$ cat src/rtl/core/lfls_pkg.sv
`timescale 1ns / 1ps

package lfls_pkg;

   // Request commands.
   typedef enum logic [1:0] {
      ACT_TICK        = 2'd0,
      ACT_END_WAIT    = 2'd1,
      ACT_CLEAR_LOCK  = 2'd2,
      ACT_TECH_RESET  = 2'd3
   } action_type;

   // Supervisor phases as reported on the response.
   typedef enum logic [1:0] {
      PH_CLEAR  = 2'd0,
      PH_ACTIVE = 2'd1,
      PH_WAIT   = 2'd2,
      PH_LOCK   = 2'd3
   } phase_type;

   // Event codes as reported on the response.
   typedef enum logic [1:0] {
      EV_NONE        = 2'd0,
      EV_LEAK_FAULT  = 2'd1,
      EV_WAIT_START  = 2'd2,
      EV_TECH_RESET  = 2'd3
   } event_type;

   // Register indexes of the configuration port.
   typedef enum logic [1:0] {
      REG_WAIT_DURATION = 2'd0,
      REG_WINDOW_SEC    = 2'd1,
      REG_WINDOW_LIMIT  = 2'd2,
      REG_TOTAL_LIMIT   = 2'd3
   } reg_index_type;

   localparam logic [31:0] WAIT_DURATION_RST = 32'd3600000;
   localparam logic [31:0] WINDOW_SEC_RST    = 32'd86400;
   localparam logic [15:0] WINDOW_LIMIT_RST  = 16'd3;
   localparam logic [15:0] TOTAL_LIMIT_RST   = 16'd10;
   localparam logic [15:0] TOTAL_MAX         = 16'hFFFF;
   localparam logic [4:0]  WINDOW_CNT_MAX    = 5'd31;

   // Commands from the sequencer to the leak-time ring.
   typedef struct packed {
      logic push;
      logic clear;
      logic scan;
   } ring_ctrl_type;

   // Status from the ring back to the sequencer.
   typedef struct packed {
      logic done;
   } ring_stat_type;

endpackage

$ cat src/rtl/core/lfls_req_if.sv
`timescale 1ns / 1ps

interface lfls_req_if;
   logic        valid;
   logic        ready;
   logic [1:0]  action;
   logic        leak_wet;
   logic [31:0] now_ms;
   logic [31:0] time_sec;

   modport source (output valid, action, leak_wet, now_ms, time_sec, input ready);
   modport sink   (input valid, action, leak_wet, now_ms, time_sec, output ready);
endinterface

$ cat src/rtl/core/lfls_rsp_if.sv
`timescale 1ns / 1ps

interface lfls_rsp_if;
   logic        valid;
   logic        ready;
   logic [1:0]  phase;
   logic        shutdown;
   logic [1:0]  event_code;
   logic [4:0]  leaks_in_window;
   logic [15:0] total_leaks;
   logic [31:0] wait_remaining_ms;

   modport source (output valid, phase, shutdown, event_code, leaks_in_window, total_leaks,
                   wait_remaining_ms, input ready);
   modport sink   (input valid, phase, shutdown, event_code, leaks_in_window, total_leaks,
                   wait_remaining_ms, output ready);
endinterface

$ cat src/rtl/core/leak_fault_lockout_supervisor.sv
`timescale 1ns / 1ps

// Leak protection supervisor. Each request is a sample tick, an end-wait command, a
// clear-lock command or a technician reset, and yields exactly one response with the
// phase, shutdown flag, event code, recent leak count, lifetime count and remaining wait.
// An accepted request goes through the apply, ring-walk and finish states; the response
// is registered in the finish state once the output register is free, and the block
// then returns to idle for the next request; finish waits while the output is held. The
// recent-leak count walks the stored leak times through a single read port of the ring
// memory, one entry per cycle, through one shared age comparator. The block accepts no
// request while one is in progress, but takes the next one while the previous response
// still waits in the output register. Configuration writes are taken at any time and
// are meant to be issued only while the block is idle.

module leak_fault_lockout_supervisor import lfls_pkg::*; #(
   parameter int RING_DEPTH = 16
) (
   input  logic        clock,
   input  logic        reset,
   lfls_req_if.sink    req_ch,
   lfls_rsp_if.source  rsp_ch,
   input  logic        csr_psel,
   input  logic        csr_penable,
   input  logic        csr_pwrite,
   input  logic [3:0]  csr_paddr,
   input  logic [31:0] csr_pwdata,
   output logic [31:0] csr_prdata,
   output logic        csr_pready
);

   localparam int CNT_W = $clog2(RING_DEPTH + 1);

   typedef enum logic [3:0] {
      ST_IDLE   = 4'b0001,
      ST_APPLY  = 4'b0010,
      ST_SCAN   = 4'b0100,
      ST_FINISH = 4'b1000
   } state_type;

   state_type     state_ff, state_in;
   phase_type     phase_ff, phase_in;
   logic [31:0]   deadline_ff, deadline_in;
   logic [15:0]   total_ff, total_in;
   event_type     ev_ff, ev_in;
   logic          fin_ff, fin_in;

   action_type    act_ff;
   logic          wet_ff;
   logic [31:0]   now_ff;
   logic [31:0]   tsec_ff;

   logic [31:0]   wait_dur_ff, window_sec_ff;
   logic [15:0]   window_lim_ff, total_lim_ff;

   logic          rsp_valid_ff, rsp_valid_in;
   phase_type     rsp_phase_ff;
   logic          rsp_shutdown_ff;
   event_type     rsp_event_ff;
   logic [4:0]    rsp_window_ff;
   logic [15:0]   rsp_total_ff;
   logic [31:0]   rsp_remain_ff;

   ring_ctrl_type ring_ctrl;
   ring_stat_type ring_stat;
   logic [CNT_W-1:0] ring_count;

   logic          req_fire;
   logic          slot_free;
   logic          csr_wr;
   reg_index_type csr_idx;
   logic [15:0]   count_ext;
   logic          lock_hit;
   phase_type     phase_fin;
   event_type     ev_fin;
   logic [4:0]    window_sat;
   logic [31:0]   remain;

   assign req_ch.ready = (state_ff == ST_IDLE);
   assign req_fire     = req_ch.valid && req_ch.ready;
   assign slot_free    = !rsp_valid_ff || rsp_ch.ready;

   // Configuration port: zero-wait writes and combinational reads.
   assign csr_pready = 1'b1;
   assign csr_wr     = csr_psel && csr_penable && csr_pwrite;
   assign csr_idx    = reg_index_type'(csr_paddr[3:2]);

   always_comb begin
      unique case (csr_idx)
         REG_WAIT_DURATION: csr_prdata = wait_dur_ff;
         REG_WINDOW_SEC:    csr_prdata = window_sec_ff;
         REG_WINDOW_LIMIT:  csr_prdata = {16'd0, window_lim_ff};
         REG_TOTAL_LIMIT:   csr_prdata = {16'd0, total_lim_ff};
         default:           csr_prdata = '0;
      endcase
   end

   always_ff @(posedge clock) begin
      if (reset) begin
         wait_dur_ff   <= WAIT_DURATION_RST;
         window_sec_ff <= WINDOW_SEC_RST;
         window_lim_ff <= WINDOW_LIMIT_RST;
         total_lim_ff  <= TOTAL_LIMIT_RST;
      end else if (csr_wr) begin
         unique case (csr_idx)
            REG_WAIT_DURATION: wait_dur_ff   <= csr_pwdata;
            REG_WINDOW_SEC:    window_sec_ff <= csr_pwdata;
            REG_WINDOW_LIMIT:  window_lim_ff <= csr_pwdata[15:0];
            REG_TOTAL_LIMIT:   total_lim_ff  <= csr_pwdata[15:0];
            default: ;
         endcase
      end
   end

   // Final decision once the ring walk is done.
   assign count_ext  = {{(16 - CNT_W){1'b0}}, ring_count};
   assign lock_hit   = (count_ext >= window_lim_ff) || (total_ff >= total_lim_ff);
   assign phase_fin  = fin_ff ? (lock_hit ? PH_LOCK : PH_CLEAR) : phase_ff;
   assign ev_fin     = (fin_ff && lock_hit) ? EV_LEAK_FAULT : ev_ff;
   assign window_sat = (count_ext > {11'd0, WINDOW_CNT_MAX}) ? WINDOW_CNT_MAX : count_ext[4:0];
   assign remain     = (phase_fin == PH_WAIT && now_ff < deadline_ff) ?
                       (deadline_ff - now_ff) : 32'd0;

   // Sequencer: apply the command, walk the ring, then decide and respond.
   always_comb begin
      state_in     = state_ff;
      phase_in     = phase_ff;
      deadline_in  = deadline_ff;
      total_in     = total_ff;
      ev_in        = ev_ff;
      fin_in       = fin_ff;
      rsp_valid_in = rsp_valid_ff && !rsp_ch.ready;
      ring_ctrl    = '0;
      unique case (state_ff)
         ST_IDLE: begin
            if (req_fire) begin
               state_in = ST_APPLY;
            end
         end
         ST_APPLY: begin
            ev_in          = EV_NONE;
            fin_in         = 1'b0;
            ring_ctrl.scan = 1'b1;
            state_in       = ST_SCAN;
            case (act_ff)
               ACT_TICK: begin
                  if (phase_ff == PH_LOCK) begin
                     phase_in = phase_ff;
                  end else if (wet_ff) begin
                     if (phase_ff == PH_CLEAR) begin
                        phase_in = PH_ACTIVE;
                        ev_in    = EV_LEAK_FAULT;
                     end
                  end else if (phase_ff == PH_ACTIVE) begin
                     ring_ctrl.push = 1'b1;
                     if (total_ff != TOTAL_MAX) begin
                        total_in = total_ff + 16'd1;
                     end
                     phase_in    = PH_WAIT;
                     deadline_in = now_ff + wait_dur_ff;
                     ev_in       = EV_WAIT_START;
                  end else if (phase_ff == PH_WAIT && now_ff >= deadline_ff) begin
                     fin_in      = 1'b1;
                     deadline_in = '0;
                  end
               end
               ACT_END_WAIT: begin
                  deadline_in = '0;
                  if (phase_ff == PH_WAIT) begin
                     fin_in = 1'b1;
                  end
               end
               ACT_CLEAR_LOCK: begin
                  if (phase_ff == PH_LOCK) begin
                     phase_in    = PH_CLEAR;
                     deadline_in = '0;
                  end
               end
               default: begin
                  phase_in        = PH_CLEAR;
                  deadline_in     = '0;
                  total_in        = '0;
                  ring_ctrl.clear = 1'b1;
                  ev_in           = EV_TECH_RESET;
               end
            endcase
         end
         ST_SCAN: begin
            if (ring_stat.done) begin
               state_in = ST_FINISH;
            end
         end
         ST_FINISH: begin
            if (slot_free) begin
               phase_in     = phase_fin;
               ev_in        = ev_fin;
               fin_in       = 1'b0;
               rsp_valid_in = 1'b1;
               state_in     = ST_IDLE;
            end
         end
         default: state_in = ST_IDLE;
      endcase
   end

   always_ff @(posedge clock) begin
      if (reset) begin
         state_ff     <= ST_IDLE;
         phase_ff     <= PH_CLEAR;
         deadline_ff  <= '0;
         total_ff     <= '0;
         ev_ff        <= EV_NONE;
         fin_ff       <= 1'b0;
         rsp_valid_ff <= 1'b0;
      end else begin
         state_ff     <= state_in;
         phase_ff     <= phase_in;
         deadline_ff  <= deadline_in;
         total_ff     <= total_in;
         ev_ff        <= ev_in;
         fin_ff       <= fin_in;
         rsp_valid_ff <= rsp_valid_in;
      end
   end

   // Request capture and response payload.
   always_ff @(posedge clock) begin
      if (req_fire) begin
         act_ff  <= action_type'(req_ch.action);
         wet_ff  <= req_ch.leak_wet;
         now_ff  <= req_ch.now_ms;
         tsec_ff <= req_ch.time_sec;
      end
      if (state_ff == ST_FINISH && slot_free) begin
         rsp_phase_ff    <= phase_fin;
         rsp_shutdown_ff <= (phase_fin != PH_CLEAR);
         rsp_event_ff    <= ev_fin;
         rsp_window_ff   <= window_sat;
         rsp_total_ff    <= total_ff;
         rsp_remain_ff   <= remain;
      end
   end

   assign rsp_ch.valid             = rsp_valid_ff;
   assign rsp_ch.phase             = rsp_phase_ff;
   assign rsp_ch.shutdown          = rsp_shutdown_ff;
   assign rsp_ch.event_code        = rsp_event_ff;
   assign rsp_ch.leaks_in_window   = rsp_window_ff;
   assign rsp_ch.total_leaks       = rsp_total_ff;
   assign rsp_ch.wait_remaining_ms = rsp_remain_ff;

   lfls_ring #(
      .DEPTH (RING_DEPTH)
   ) u_ring (
      .clock      (clock),
      .reset      (reset),
      .ctrl       (ring_ctrl),
      .push_sec   (tsec_ff),
      .now_sec    (tsec_ff),
      .window_sec (window_sec_ff),
      .stat       (ring_stat),
      .count      (ring_count)
   );

   // An accepted request always starts the apply step next.
   a_fire_applies: assert property (@(posedge clock) disable iff (reset)
      req_fire |=> (state_ff == ST_APPLY))
      else $error("accepted request did not start apply");

   // A remaining wait is reported only in the dry-out wait phase.
   a_remain_in_wait: assert property (@(posedge clock) disable iff (reset)
      rsp_valid_ff |-> (rsp_remain_ff == '0 || rsp_phase_ff == PH_WAIT))
      else $error("wait time outside wait phase");

   // A technician reset leaves no counted leaks.
   a_tech_reset_empty: assert property (@(posedge clock) disable iff (reset)
      (rsp_valid_ff && rsp_event_ff == EV_TECH_RESET) |->
         (rsp_total_ff == '0 && rsp_window_ff == '0 && rsp_phase_ff == PH_CLEAR))
      else $error("leaks remain after technician reset");

   // A sample tick never releases the hard lock.
   a_lock_holds: assert property (@(posedge clock) disable iff (reset)
      (state_ff == ST_APPLY && act_ff == ACT_TICK && phase_ff == PH_LOCK) |=>
         (phase_ff == PH_LOCK && !fin_ff))
      else $error("sample tick left hard lock");

endmodule

$ cat src/rtl/core/lfls_ring.sv
`timescale 1ns / 1ps

module lfls_ring import lfls_pkg::*; #(
   parameter int DEPTH = 16
) (
   input  logic                           clock,
   input  logic                           reset,
   input  ring_ctrl_type                  ctrl,
   input  logic [31:0]                    push_sec,
   input  logic [31:0]                    now_sec,
   input  logic [31:0]                    window_sec,
   output ring_stat_type                  stat,
   output logic [$clog2(DEPTH + 1) - 1:0] count
);

   localparam int IDX_W = (DEPTH > 1) ? $clog2(DEPTH) : 1;
   localparam int CNT_W = $clog2(DEPTH + 1);
   localparam logic [IDX_W-1:0] LAST_IDX = IDX_W'(DEPTH - 1);
   localparam logic [CNT_W-1:0] FULL_CNT = CNT_W'(DEPTH);

   logic [31:0]      mem [DEPTH];
   logic [31:0]      rd_data_ff;
   logic             rd_vld_ff, rd_vld_in;
   logic [IDX_W-1:0] head_ff, head_in;
   logic [CNT_W-1:0] fill_ff, fill_in;
   logic [CNT_W-1:0] idx_ff, idx_in;
   logic             scanning_ff, scanning_in;
   logic [CNT_W-1:0] count_ff, count_in;
   logic             done_ff, done_in;
   logic             issue;
   logic             hit;
   logic [31:0]      age;

   // One read per cycle while entries remain below the fill count.
   assign issue = scanning_ff && (idx_ff < fill_ff);

   // Shared age compare: the entry counts when it is not in the future and
   // no older than the window.
   assign age = now_sec - rd_data_ff;
   assign hit = (now_sec >= rd_data_ff) && (age <= window_sec);

   // Head, fill and scan sequencing.
   always_comb begin
      head_in     = head_ff;
      fill_in     = fill_ff;
      idx_in      = idx_ff;
      scanning_in = scanning_ff;
      count_in    = count_ff;
      rd_vld_in   = issue;
      done_in     = scanning_ff && !issue;
      if (ctrl.clear) begin
         head_in = '0;
         fill_in = '0;
      end else if (ctrl.push) begin
         head_in = (head_ff == LAST_IDX) ? '0 : head_ff + 1'b1;
         if (fill_ff < FULL_CNT) begin
            fill_in = fill_ff + 1'b1;
         end
      end
      if (rd_vld_ff && hit) begin
         count_in = count_ff + 1'b1;
      end
      if (ctrl.scan) begin
         idx_in      = '0;
         scanning_in = 1'b1;
         count_in    = '0;
      end else if (issue) begin
         idx_in = idx_ff + 1'b1;
      end else if (scanning_ff) begin
         scanning_in = 1'b0;
      end
   end

   always_ff @(posedge clock) begin
      if (reset) begin
         head_ff     <= '0;
         fill_ff     <= '0;
         idx_ff      <= '0;
         scanning_ff <= 1'b0;
         count_ff    <= '0;
         rd_vld_ff   <= 1'b0;
         done_ff     <= 1'b0;
      end else begin
         head_ff     <= head_in;
         fill_ff     <= fill_in;
         idx_ff      <= idx_in;
         scanning_ff <= scanning_in;
         count_ff    <= count_in;
         rd_vld_ff   <= rd_vld_in;
         done_ff     <= done_in;
      end
   end

   // Leak-time memory: one write port for pushes, one registered read port.
   always_ff @(posedge clock) begin
      if (ctrl.push && !ctrl.clear) begin
         mem[head_ff] <= push_sec;
      end
      if (issue) begin
         rd_data_ff <= mem[idx_ff[IDX_W-1:0]];
      end
   end

   assign stat.done = done_ff;
   assign count     = count_ff;

   // The count never exceeds the number of stored entries.
   a_count_le_fill: assert property (@(posedge clock) disable iff (reset)
      done_ff |-> (count_ff <= fill_ff))
      else $error("ring count exceeds fill");

   // A push always leaves at least one stored entry.
   a_push_fills: assert property (@(posedge clock) disable iff (reset)
      (ctrl.push && !ctrl.clear) |=> (fill_ff != '0))
      else $error("ring empty after push");

endmodule
$ cat src/flat_wrapper.sv
// flat-port wrapper written by rule: the top's interface ports become plain ports
module leak_fault_lockout_supervisor_flat import lfls_pkg::*;
#(
   parameter int RING_DEPTH = 16
)
  (clock, reset, csr_psel, csr_penable, csr_pwrite, csr_paddr, csr_pwdata, csr_prdata, csr_pready, req_ch_valid, req_ch_action, req_ch_leak_wet, req_ch_now_ms, req_ch_time_sec, req_ch_ready, rsp_ch_valid, rsp_ch_phase, rsp_ch_shutdown, rsp_ch_event_code, rsp_ch_leaks_in_window, rsp_ch_total_leaks, rsp_ch_wait_remaining_ms, rsp_ch_ready);
  lfls_req_if req_ch_i ();
  lfls_rsp_if rsp_ch_i ();
  input  logic clock;
  input  logic reset;
  input  logic csr_psel;
  input  logic csr_penable;
  input  logic csr_pwrite;
  input  logic [3:0] csr_paddr;
  input  logic [31:0] csr_pwdata;
  output logic [31:0] csr_prdata;
  output logic csr_pready;
  input wire logic [$bits(req_ch_i.valid)-1:0] req_ch_valid;
  input wire logic [$bits(req_ch_i.action)-1:0] req_ch_action;
  input wire logic [$bits(req_ch_i.leak_wet)-1:0] req_ch_leak_wet;
  input wire logic [$bits(req_ch_i.now_ms)-1:0] req_ch_now_ms;
  input wire logic [$bits(req_ch_i.time_sec)-1:0] req_ch_time_sec;
  output wire logic [$bits(req_ch_i.ready)-1:0] req_ch_ready;
  output wire logic [$bits(rsp_ch_i.valid)-1:0] rsp_ch_valid;
  output wire logic [$bits(rsp_ch_i.phase)-1:0] rsp_ch_phase;
  output wire logic [$bits(rsp_ch_i.shutdown)-1:0] rsp_ch_shutdown;
  output wire logic [$bits(rsp_ch_i.event_code)-1:0] rsp_ch_event_code;
  output wire logic [$bits(rsp_ch_i.leaks_in_window)-1:0] rsp_ch_leaks_in_window;
  output wire logic [$bits(rsp_ch_i.total_leaks)-1:0] rsp_ch_total_leaks;
  output wire logic [$bits(rsp_ch_i.wait_remaining_ms)-1:0] rsp_ch_wait_remaining_ms;
  input wire logic [$bits(rsp_ch_i.ready)-1:0] rsp_ch_ready;
  assign req_ch_i.valid = req_ch_valid;
  assign req_ch_i.action = req_ch_action;
  assign req_ch_i.leak_wet = req_ch_leak_wet;
  assign req_ch_i.now_ms = req_ch_now_ms;
  assign req_ch_i.time_sec = req_ch_time_sec;
  assign req_ch_ready = req_ch_i.ready;
  assign rsp_ch_valid = rsp_ch_i.valid;
  assign rsp_ch_phase = rsp_ch_i.phase;
  assign rsp_ch_shutdown = rsp_ch_i.shutdown;
  assign rsp_ch_event_code = rsp_ch_i.event_code;
  assign rsp_ch_leaks_in_window = rsp_ch_i.leaks_in_window;
  assign rsp_ch_total_leaks = rsp_ch_i.total_leaks;
  assign rsp_ch_wait_remaining_ms = rsp_ch_i.wait_remaining_ms;
  assign rsp_ch_i.ready = rsp_ch_ready;
  leak_fault_lockout_supervisor #(.RING_DEPTH(RING_DEPTH)) u_core (.clock(clock), .reset(reset), .req_ch(req_ch_i), .rsp_ch(rsp_ch_i), .csr_psel(csr_psel), .csr_penable(csr_penable), .csr_pwrite(csr_pwrite), .csr_paddr(csr_paddr), .csr_pwdata(csr_pwdata), .csr_prdata(csr_prdata), .csr_pready(csr_pready));
endmodule
$ cat config.mk
export PLATFORM = sky130hd
export DESIGN_NAME = leak_fault_lockout_supervisor_flat
export DESIGN_NICKNAME = d
export VERILOG_FILES = /design/src/rtl/core/lfls_pkg.sv /design/src/rtl/core/lfls_req_if.sv /design/src/rtl/core/lfls_rsp_if.sv /design/src/rtl/core/leak_fault_lockout_supervisor.sv /design/src/rtl/core/lfls_ring.sv /design/src/flat_wrapper.sv
export SDC_FILE = /design/constraint.sdc
export NUM_CORES = 1
export LEC_CHECK = 0
export ABC_AREA = 1
export BUFFER_PORTS_ARGS = -buffer_cell sky130_fd_sc_hd__buf_2
export CORE_MARGIN = 2
export CORE_UTILIZATION = 56
export CTS_CLUSTER_SIZE = 25
export DETAILED_ROUTE_END_ITERATION = 16
export GPL_TIMING_DRIVEN = 1
export PLACE_DENSITY_LB_ADDON = 0.25
export SYNTH_ARGS = -nofsm -noshare
export SYNTH_HDL_FRONTEND = slang
export SYNTH_SLANG_ARGS = --single-unit
$ cat constraint.sdc
create_clock -name clock -period 3.7 [get_ports clock]
set_input_delay 0.185 -clock clock [delete_from_list [all_inputs] [get_ports clock]]
set_output_delay 0.185 -clock clock [all_outputs]
set_load 0.01 [all_outputs]
# After elaboration in Yosys (flattened, before gate mapping)
# Memories as Yosys holds them, arrays and structs flattened. A register that Yosys moved wholly into a read port is not among the register bits.
# Index checks and enable logic that the tools add are counted.
# totals
regBits,301
ram_bits,512
in_bits,110
wordCells,170
n_memories,1
# mem_list
name,depth,width,read_ports,rd_clocked_by_memory_dff,wr,line,text
u_core.u_ring.mem,16,32,1,1,1,lfls_ring.sv:21,logic [31:0] mem [DEPTH];
# op_classes
addsub,8
n_lt_le_gt_ge,9
eq_ne,30
n_mux,55
bitwise,1
reduce_logical,38
# ops
operator,count
$mux 32,5
$pmux 32 s4,1
$ge 32x32->1,2
$mux 16,4
$pmux 32 s2,1
$sub 32x32->32,2
$add 32x32->32,1
$le 32x32->1,1
$lt 32x32->1,1
$pmux 16 s2,1
$mux 2,13
$mux 1,18
$add 16x1->16 const B,1
$ge 16x16->1,1
$ge 5x16->1,1
$mux 4,4
$ne 16x16->1 const B,1
$pmux 4 s4,1
$add 5x1->5 const B,3
$logic_and 1x1->1,13
$eq 2x2->1 const B,6
$pmux 2 s2,3
$reduce_and 2->1,6
$ne 2x1->1 const B,5
29 further kinds,46

# Logic depth before layout (Yosys ltp)
# Gate-level depths: netlist (run 1).
# logic_depth
ltp_word,10
mapped_depth,24
ltp_nobuf,24

# By module
# Synthesis (run 1) repeated with hierarchy kept, for this count alone.
# unflattened
hier_cells,4060
area_unflattened_um2,40264.9
# modules_own_cells
mod,n_inst,cells_per_inst,area_per_inst_um2,seq_area_each_um2
lfls_ring,1,2021,24786.3,16776.1
leak_fault_lockout_supervisor,1,2039,15478.6,6836.6

# Least setup slack after synthesis (run 1)
# Ideal clock, no wire load.
# synth_path
kind,register -> register
from,reg u_core.state_ff[2]
to,reg u_core.act_ff[0] (enable)
setup_time_ps,493
arrival_time_ps,3769
slack_ps,-562
path_stages_with_launch,6
path_buffers,0
period_less_slack_ps,4262
path_cell_list,dfxtp_1 inv_1 nand2_1 nor3_1 inv_1 nor2_1
# synth_via
elab_chain_len,2
# synth_rtl
element,line,text
start: declaration,leak_fault_lockout_supervisor.sv:40,"state_type state_ff, state_in;"
start signal: assignment,leak_fault_lockout_supervisor.sv:215,state_ff <= state_in;
$eq 4x1->1,leak_fault_lockout_supervisor.sv:78,assign req_ch.ready = (state_ff == ST_IDLE);
named net req_ch_ready,flat_wrapper.sv:23,output wire logic [$bits(req_ch_i.ready)-1:0] req_ch_ready;
$logic_and 1x1->1,leak_fault_lockout_supervisor.sv:79,assign req_fire = req_ch.valid && req_ch.ready;
named net u_core.req_fire,leak_fault_lockout_supervisor.sv:67,logic req_fire;
end signal: assignment,leak_fault_lockout_supervisor.sv:228,act_ff <= action_type'(req_ch.action);
end: declaration,leak_fault_lockout_supervisor.sv:47,action_type act_ff;
# The timed path passes the listed nets, and every way through them passes these cells.
# A chain may end at the register's enable or synchronous reset.

# Worst setup path after layout (run 1)
# layout_path
from,reg u_core.u_ring.rd_data_ff[1] (read register of u_core.u_ring.mem)
to,"reg u_core.u_ring.count_ff[3], in the netlist u_core.u_ring.count[3]"
# layout_via
elab_chain_len,4
word_cells_on_any_way,5
classes_between,add/sub (1); order compare (2); reduce/logical (2)
# layout_rtl
element,line,text
start: declaration,lfls_ring.sv:22,logic [31:0] rd_data_ff;
$sub 32x32->32,lfls_ring.sv:39,assign age = now_sec - rd_data_ff;
$le 32x32->1,lfls_ring.sv:40,assign hit = (now_sec >= rd_data_ff) && (age <= window_sec);
$logic_and 1x1->1 (*),lfls_ring.sv:40,
$logic_and 1x1->1 (*),lfls_ring.sv:60,if (rd_vld_ff && hit) begin
end signal: assignment,lfls_ring.sv:88,count_ff <= count_in;
end: declaration,lfls_ring.sv:28,"logic [CNT_W-1:0] count_ff, count_in;"
# Every way passes the cells marked *; elsewhere a longest branch is shown, timed or not.

==> flow_metrics.env, run 1 <==
export IMPL_hold_depth=3
export IMPL_path_buf_inv=4
export IMPL_cap_violations=0
export IMPL_cts_sink_count=845
export IMPL_clk_transition_reported_paths_ns=0.06
export IMPL_criticalPathCategory="reg -> reg"
export IMPL_die_w_um=270
export IMPL_cp_common_cell="nand2_1"
export IMPL_avgSynthCellArea_um2=9.89
export IMPL_grt_max_degree=157
export IMPL_cp_cell_sequence="inv_1 > ha_1 > nand2_1 > o21ai_1 > a21oi_2 > buf_4 > o21bai_2 > nand3_1 > nand2_1 > nand2_1 > inv_1 > nor2_1 > nand2_1 > nand2_1 > ha_1 > nand4_1 > nor3_2 > and3_1 > nand3b_1 > nand2_2 > buf_4 > nand4_1 > a21oi_1"
export IMPL_syn_inst=4012
export IMPL_ir_worst_vdd_mv=0.481
export IMPL_dp_hpwl_um=74800
export IMPL_top_usage_layer="met2"
export IMPL_gr_usage_all_layers_pct=30.1
export IMPL_antenna_found_initial=0
export IMPL_clockBufferDepth=3
export IMPL_hp_start="reset"
export IMPL_grt_pass1_vias=29307
export IMPL_status="complete, no violations"
export IMPL_max_freq_mhz=284
export IMPL_grt_pass1_wl_um=170000
export IMPL_slew_headroom_pct=18.7
export IMPL_finalMaxSlewViolations=0
export IMPL_drive_above_1_share_pct=12.6
export IMPL_cellLeakagePower_nw=17.7
export IMPL_numPortBuffers=199
export IMPL_areaGrowthSynthToFinish_pct=16.7
export IMPL_num_vias=31172
export IMPL_drt_pass1_iterations=6
export IMPL_ys_warn_count=0
export IMPL_ys_types=55
export IMPL_diodes=0
export IMPL_numCtsBuffers=86
export IMPL_r2r_cells=23
export IMPL_fin_skew_ns=0.0442
export IMPL_cpPeakStageDelay_ns=0.40
export IMPL_synth_edf_count=669
export IMPL_dieArea_um2=73000
export IMPL_ant_nets=0
export IMPL_clockRootBuffer="clkbuf_16"
export IMPL_gr_usage_met1_pct=41.1
export IMPL_critPathMaxFanout=5
export IMPL_hold_viol=0
export IMPL_cp_start_kind="flip-flop"
export IMPL_critPathCaptureType="flip-flop"
export IMPL_powerDensity_nw_per_um2=458
export IMPL_wl_per_cell_um=20.8
export IMPL_use_met2_pct=49.3
export IMPL_gp_congestion=0.992
export IMPL_mostFrequentLayoutCell="edfxtp_1"
export IMPL_wl_um=112000
export IMPL_fill_cells=5571
export IMPL_start_util_pct=56.6
export IMPL_clkLatencyLatePin_ns=0.66
export IMPL_final_setup_viol_count=0
export IMPL_h_tree_depth=3
export IMPL_cp_arrival_ns=4.11
export IMPL_synth_seq_cells=845
export IMPL_critical_path_required_ns=4.29
export IMPL_async_flop_share_pct=0
export IMPL_r2r_start="u_core.u_ring.rd_data_ff[1]"
export IMPL_tns_ns=0
export IMPL_critPathTopFamily="simple AND/OR/NAND/NOR gates"
export IMPL_io_pins=203
export IMPL_met3_usage_pct=4.66
export IMPL_cts_tree="done"
export IMPL_rows=97
export IMPL_regArea_um2=23600
export IMPL_post_route_min_period_ns=3.52
export IMPL_min_to="u_core.total_ff[15]"
export IMPL_hold_class="in -> reg"
export IMPL_coreArea_um2=70100
export IMPL_syn_num_nets=4290
export IMPL_ys_flop_type="edfxtp_1"
export IMPL_regToRegSetupSlack_ns=0.18
export IMPL_die_h_um=270
export IMPL_timing_final_crit_share_pct=95.1
export IMPL_via_per_inst=5.80
export IMPL_critPathSlowestCell="edfxtp_1"
export IMPL_finalPower_w=0.0212
export IMPL_synth_area_um2=39700
export IMPL_drc=0
export IMPL_r2r_end="u_core.u_ring.count[3]"
export IMPL_drt_iter0_markers=3105
export IMPL_layout_common_cells="edfxtp_1, nand2_1, nor2_1, o21ai_0, inv_1"
export IMPL_ys_seq_area_share_pct=59.5
export IMPL_finalNetCount=4638
export IMPL_max_slew_worst_pin_slew_ns=1.22
export IMPL_crit_path_start="u_core.u_ring.rd_data_ff[1]"
export IMPL_grt_overflow=0
export IMPL_multi_input_area_um2=14400
## final cells by class
cell class / instances / share of cell area, %
flip-flops and latches: 845 / 51.0
multi-input cells: 2664 / 31.0
repair buffers: 419 / 6.53
clock buffers: 117 / 5.16
inverters: 344 / 2.80
well taps: 940 / 2.54
clock inverters: 43 / 0.895
## worst max path at each step
stage / cells past startpoint / slack (ns) / end
5_1_grt: 21 / -0.04 / u_core.u_ring.count[2]
3_3_place_gp: 21 / -0.02 / u_core.u_ring.count[4]
3_5_place_dp: 21 / -0.07 / u_core.u_ring.count[0]
2_1_floorplan: 18 / 0.22 / u_core.u_ring.count[0]
6_report: 23 / 0.18 / u_core.u_ring.count[3]
4_1_cts: 21 / 0.07 / u_core.u_ring.count[0]
## cells by family (layout without fill, tap and decap cells)
family / Yosys count / after routing / share of synthesized area (%)
flip-flops: 845 / 845 / 59.5
XOR/XNOR: 49 / 49 / 1.08
adder cells (fa/ha/maj): 168 / 168 / 5.35
AO/OA/AOI/OAI: 921 / 921 / 13.2
other: 1 / 1 / 0.00945
buffers and inverters: 503 / 923 / 4.92
AND/OR/NAND/NOR: 1525 / 1525 / 16.0
## state kept, by name, indices dropped and copies added, names as in the netlist, 16 cells and up
signal                           flops
u_core.now_ff                       32
u_core.tsec_ff                      32
u_core.window_lim_ff                16
u_core.total_lim_ff                 16
u_core.wait_dur_ff                  32
u_core.u_ring.mem                  512
u_core.window_sec_ff                32
u_core.total_ff                     16
u_core.u_ring.rd_data_ff            32
u_core.deadline_ff                  32
u_core.rsp_ch.wait_remaining_ms     32
u_core.rsp_ch.total_leaks           16
## power by group
group	total, W	switching, W	internal (W)
Combinational	0.00200	0.00129	0.000711
Clock	0.00860	0.00373	0.00486
Sequential	0.0106	0.000141	0.0105
## cell usage after synthesis, types with 11 or more instances
library cell	count	area share, %
a21o_1	11	0.21
a21oi_1	248	3.1
a21oi_2	11	0.24
buf_2	11	0.14
clkbuf_1	139	1.3
dfxtp_1	176	8.9
edfxtp_1	669	51
ha_1	165	5.2
inv_1	331	3.1
nand2_1	637	6.0
nand2_2	20	0.32
nand3_1	182	2.3
nand4_1	36	0.57
nor2_1	564	5.3
nor3_1	36	0.45
o2111ai_1	16	0.35
o211ai_1	22	0.42
o21a_1	11	0.21
o21ai_0	422	5.3
o21bai_1	14	0.26
o221ai_1	56	1.2
o22ai_1	75	1.2
or2_2	11	0.17
xnor2_1	19	0.42
xor2_1	30	0.66
## layer usage
metal,routed length (um),part of all wire [%]
met4,3950,3.5
met5,0,0
met1,46300,41
met3,9330,8.3
met2,52400,47
## worst reg2reg max path: cells and delay by family (launching register included)
kind | cells | cell delay [ns]
compound gates | 4 | 0.67
fa+ha+maj | 2 | 0.60
simple gates | 13 | 1.35
flops | 1 | 0.40
buf+inv | 4 | 0.43
## stage by stage
stage / cells / util (%) / setup WS, ns / hold WS (ns) / area, um2
2_1_floorplan: 4012 / - / 0.218 / 0.284 / 39700
3_3_place_gp: 5105 / 60.3 / -0.0227 / 0.362 / 42300
3_5_place_dp: 5105 / 60.3 / -0.0717 / 0.363 / 42300
4_1_cts: 5366 / 65.8 / 0.0663 / 0.0789 / 46200
5_1_grt: 5372 / 66.0 / -0.0371 / 0.102 / 46300
6_report: 5372 / 66.0 / 0.181 / 0.105 / 46300
## timing repair
action | in CTS | in global routing
hold endpoints to repair | 167 | 0
resized for setup | 3 | 17
hold buffers | 101 | 0
endpoints found under the setup margin | 5 | 5
buffers inserted | 0 | 6
pin swaps | 0 | 3
Note: power is estimated with default switching activity, not from simulation.
==> run 2: changes to the inputs <==
Settings changed: SYNTH_HIERARCHICAL from default to 1.
==> run 2 against run 1 <==
Combinational power increased by 140%. Synthesized cell count up 1.2%. Hold slack improved by 0.063 ns. Flip-flop and latch count unchanged. Count of clock-buffer cells in the layout fell by 4. Largest cell class unchanged.
==> flow_metrics.env, run 2 <==
export IMPL_clk_transition_reported_paths_ns=0.06
export IMPL_antenna_found_initial=3
export IMPL_tns_ns=0
export IMPL_synth_largest_area_cell="edfxtp_1"
export IMPL_ant_nets=0
export IMPL_fin_skew_ns=0.0353
export IMPL_cp_start_kind="flip-flop"
export IMPL_start_util_pct=56.4
export IMPL_via_per_inst=5.83
export IMPL_cpPeakStageDelay_ns=0.44
export IMPL_cts_tree="done"
export IMPL_ys_flop_type="edfxtp_1"
export IMPL_grt_pass1_wl_um=172000
export IMPL_post_route_min_period_ns=3.40
export IMPL_async_flop_share_pct=0
export IMPL_ir_worst_vdd_mv=0.416
export IMPL_drc=0
export IMPL_path_buf_inv=4
export IMPL_synth_seq_cells=845
export IMPL_critical_path_required_ns=4.01
export IMPL_layout_common_cells="nand2_1, edfxtp_1, nor2_1, inv_1, o21ai_0"
export IMPL_final_setup_viol_count=0
export IMPL_multi_input_area_um2=14700
export IMPL_hold_viol=0
export IMPL_max_freq_mhz=294
export IMPL_grt_overflow=0
export IMPL_areaGrowthSynthToFinish_pct=15.8
export IMPL_h_tree_depth=3
export IMPL_finalMaxSlewViolations=0
export IMPL_rsz0062_at_grt="no"
export IMPL_largest_reg_flops=512
export IMPL_regArea_um2=23600
export IMPL_clockBufferDepth=3
export IMPL_ys_warn_count=6
export IMPL_wl_per_cell_um=21.4
export IMPL_numCtsBuffers=87
export IMPL_hold_class="in -> reg"
export IMPL_io_pins=203
export IMPL_clkLatencyLatePin_ns=0.67
export IMPL_diodes=0
export IMPL_dp_hpwl_um=76300
export IMPL_cap_violations=0
export IMPL_synth_area_um2=40300
export IMPL_synthMostInstantiatedCell="nand2_1"
export IMPL_dieArea_um2=74100
export IMPL_avgSynthCellArea_um2=9.92
export IMPL_numPortBuffers=199
export IMPL_rows=98
export IMPL_synth_edf_count=669
export IMPL_critPathSlowestCell="nor2_4"
export IMPL_fill_cells=5609
export IMPL_critPathTopFamily="simple AND/OR/NAND/NOR gates"
export IMPL_cp_arrival_ns=3.72
export IMPL_cp_cell_sequence="inv_1 > ha_1 > clkinv_1 > nor2_2 > nand2_1 > nor2_1 > inv_1 > nor2_1 > nand2_1 > nor2_4 > buf_12"
export IMPL_wl_um=116000
export IMPL_cellLeakagePower_nw=18.2
export IMPL_mostFrequentLayoutCell="nand2_1"
export IMPL_syn_num_nets=4337
export IMPL_coreArea_um2=71400
export IMPL_timing_final_crit_share_pct=92.0
export IMPL_status="complete, no violations"
export IMPL_synthTopCellsByArea="edfxtp_1, dfxtp_1, nand2_1"
export IMPL_clockRootBuffer="clkbuf_16"
export IMPL_die_h_um=272
export IMPL_grt_pass1_vias=29247
export IMPL_criticalPathCategory="reg -> reg"
export IMPL_cts_sink_count=845
export IMPL_powerDensity_nw_per_um2=531
export IMPL_num_vias=31503
export IMPL_drt_iter0_markers=3882
export IMPL_preCtsSetupSlack_ns=0.238
export IMPL_finalNetCount=4663
export IMPL_gp_congestion=0.974
export IMPL_critPathCaptureType="flip-flop"
export IMPL_synth_top_area_share_pct=49.9
export IMPL_setup_slack_ns=0.296
export IMPL_drive_above_1_share_pct=11.5
export IMPL_critPathMaxFanout=25
export IMPL_gr_usage_all_layers_pct=30.5
export IMPL_yosys_top_cells_count="nand2_1, nor2_1, edfxtp_1"
export IMPL_max_slew_worst_pin_slew_ns=1.14
export IMPL_syn_inst=4060
export IMPL_grt_max_degree=197
export IMPL_ys_types=60
export IMPL_ys_seq_area_share_pct=58.6
export IMPL_top_register="u_core/u_ring/mem"
export IMPL_slew_headroom_pct=23.8
export IMPL_drt_pass1_iterations=6
export IMPL_die_w_um=272
## run 2: where the power goes
| group | switching [W] | internal (W) | total (W) | leakage (nW) |
|---|---|---|---|---|
| clock | 0.00374 | 0.00491 | 0.00864 | 1.38 |
| combinational | 0.00318 | 0.00156 | 0.00474 | 9.33 |
| sequential | 0.000348 | 0.0110 | 0.0114 | 7.52 |
## run 2: through the flow
step | total power, W | std cells | instance area, um2 | hold WS, ns | util (%)
2_1_floorplan | 0.0145 | 4060 | 40300 | 0.254 | -
3_3_place_gp | 0.0160 | 5143 | 42700 | 0.362 | 59.9
3_5_place_dp | 0.0161 | 5143 | 42700 | 0.363 | 59.9
4_1_cts | 0.0247 | 5402 | 46600 | 0.0937 | 65.3
5_1_grt | 0.0257 | 5403 | 46600 | 0.182 | 65.3
6_report | 0.0247 | 5403 | 46600 | 0.168 | 65.3
## run 2: area by class of cell
class,count,area share (%)
timing repair buffer,393,6.22
clock inverter,43,1.07
sequential,845,50.7
inverter,377,3.05
multi-input combinational,2682,31.5
clock buffer,113,4.99
tap,950,2.55
## run 2: path summary, 6_finish.rpt
path / from / end / slack [ns] / cells past startpoint
worst max-delay path: u_core/act_ff[0] / u_core/u_ring/mem[9][25] / 0.30 / 11
worst min-delay path: csr_paddr[3] / u_core/window_lim_ff[1] / 0.17 / 6
worst min register to register: u_core/u_ring/scanning_ff / u_core/u_ring/stat / 0.45 / 2
worst max register to register: u_core/act_ff[0] / u_core/u_ring/mem[9][25] / 0.30 / 11
## run 2: cell families after synthesis
group	after synthesis	share of synthesized area [%]
buffers and inverters	533	5.38
adders and majority gates	167	5.25
muxes	50	1.24
xor gates and xnor gates	45	0.979
AOI/OAI and AO/OA	753	11.5
DFF	845	58.6
other	1	0.00931
and+or+nand+nor	1666	17.0
## run 2: repair_timing
item	4_1_cts	5_1_grt
setup buffers	0	1
hold endpoints to repair	177	0
setup endpoints to repair	0	5
hold buffers	103	0
resized for setup	0	6
## run 2: worst reg2reg max path: stages (launching register included)
cell	delay [ns]
edfxtp_1	0.43
inv_1	0.11
ha_1	0.32
clkinv_1	0.17
nor2_2	0.15
nand2_1	0.10
nor2_1	0.27
inv_1	0.16
nor2_1	0.19
nand2_1	0.39
nor2_4	0.45
buf_12	0.33
## run 2: metal layers
metal	global-route usage (%)	vias up	part of all wire (%)
li1	-	14747	-
met3	4.82	275	8.4
met1	40.4	15010	40
met5	0	-	0.011
met4	11.9	2	4.1
met2	50.6	1469	47
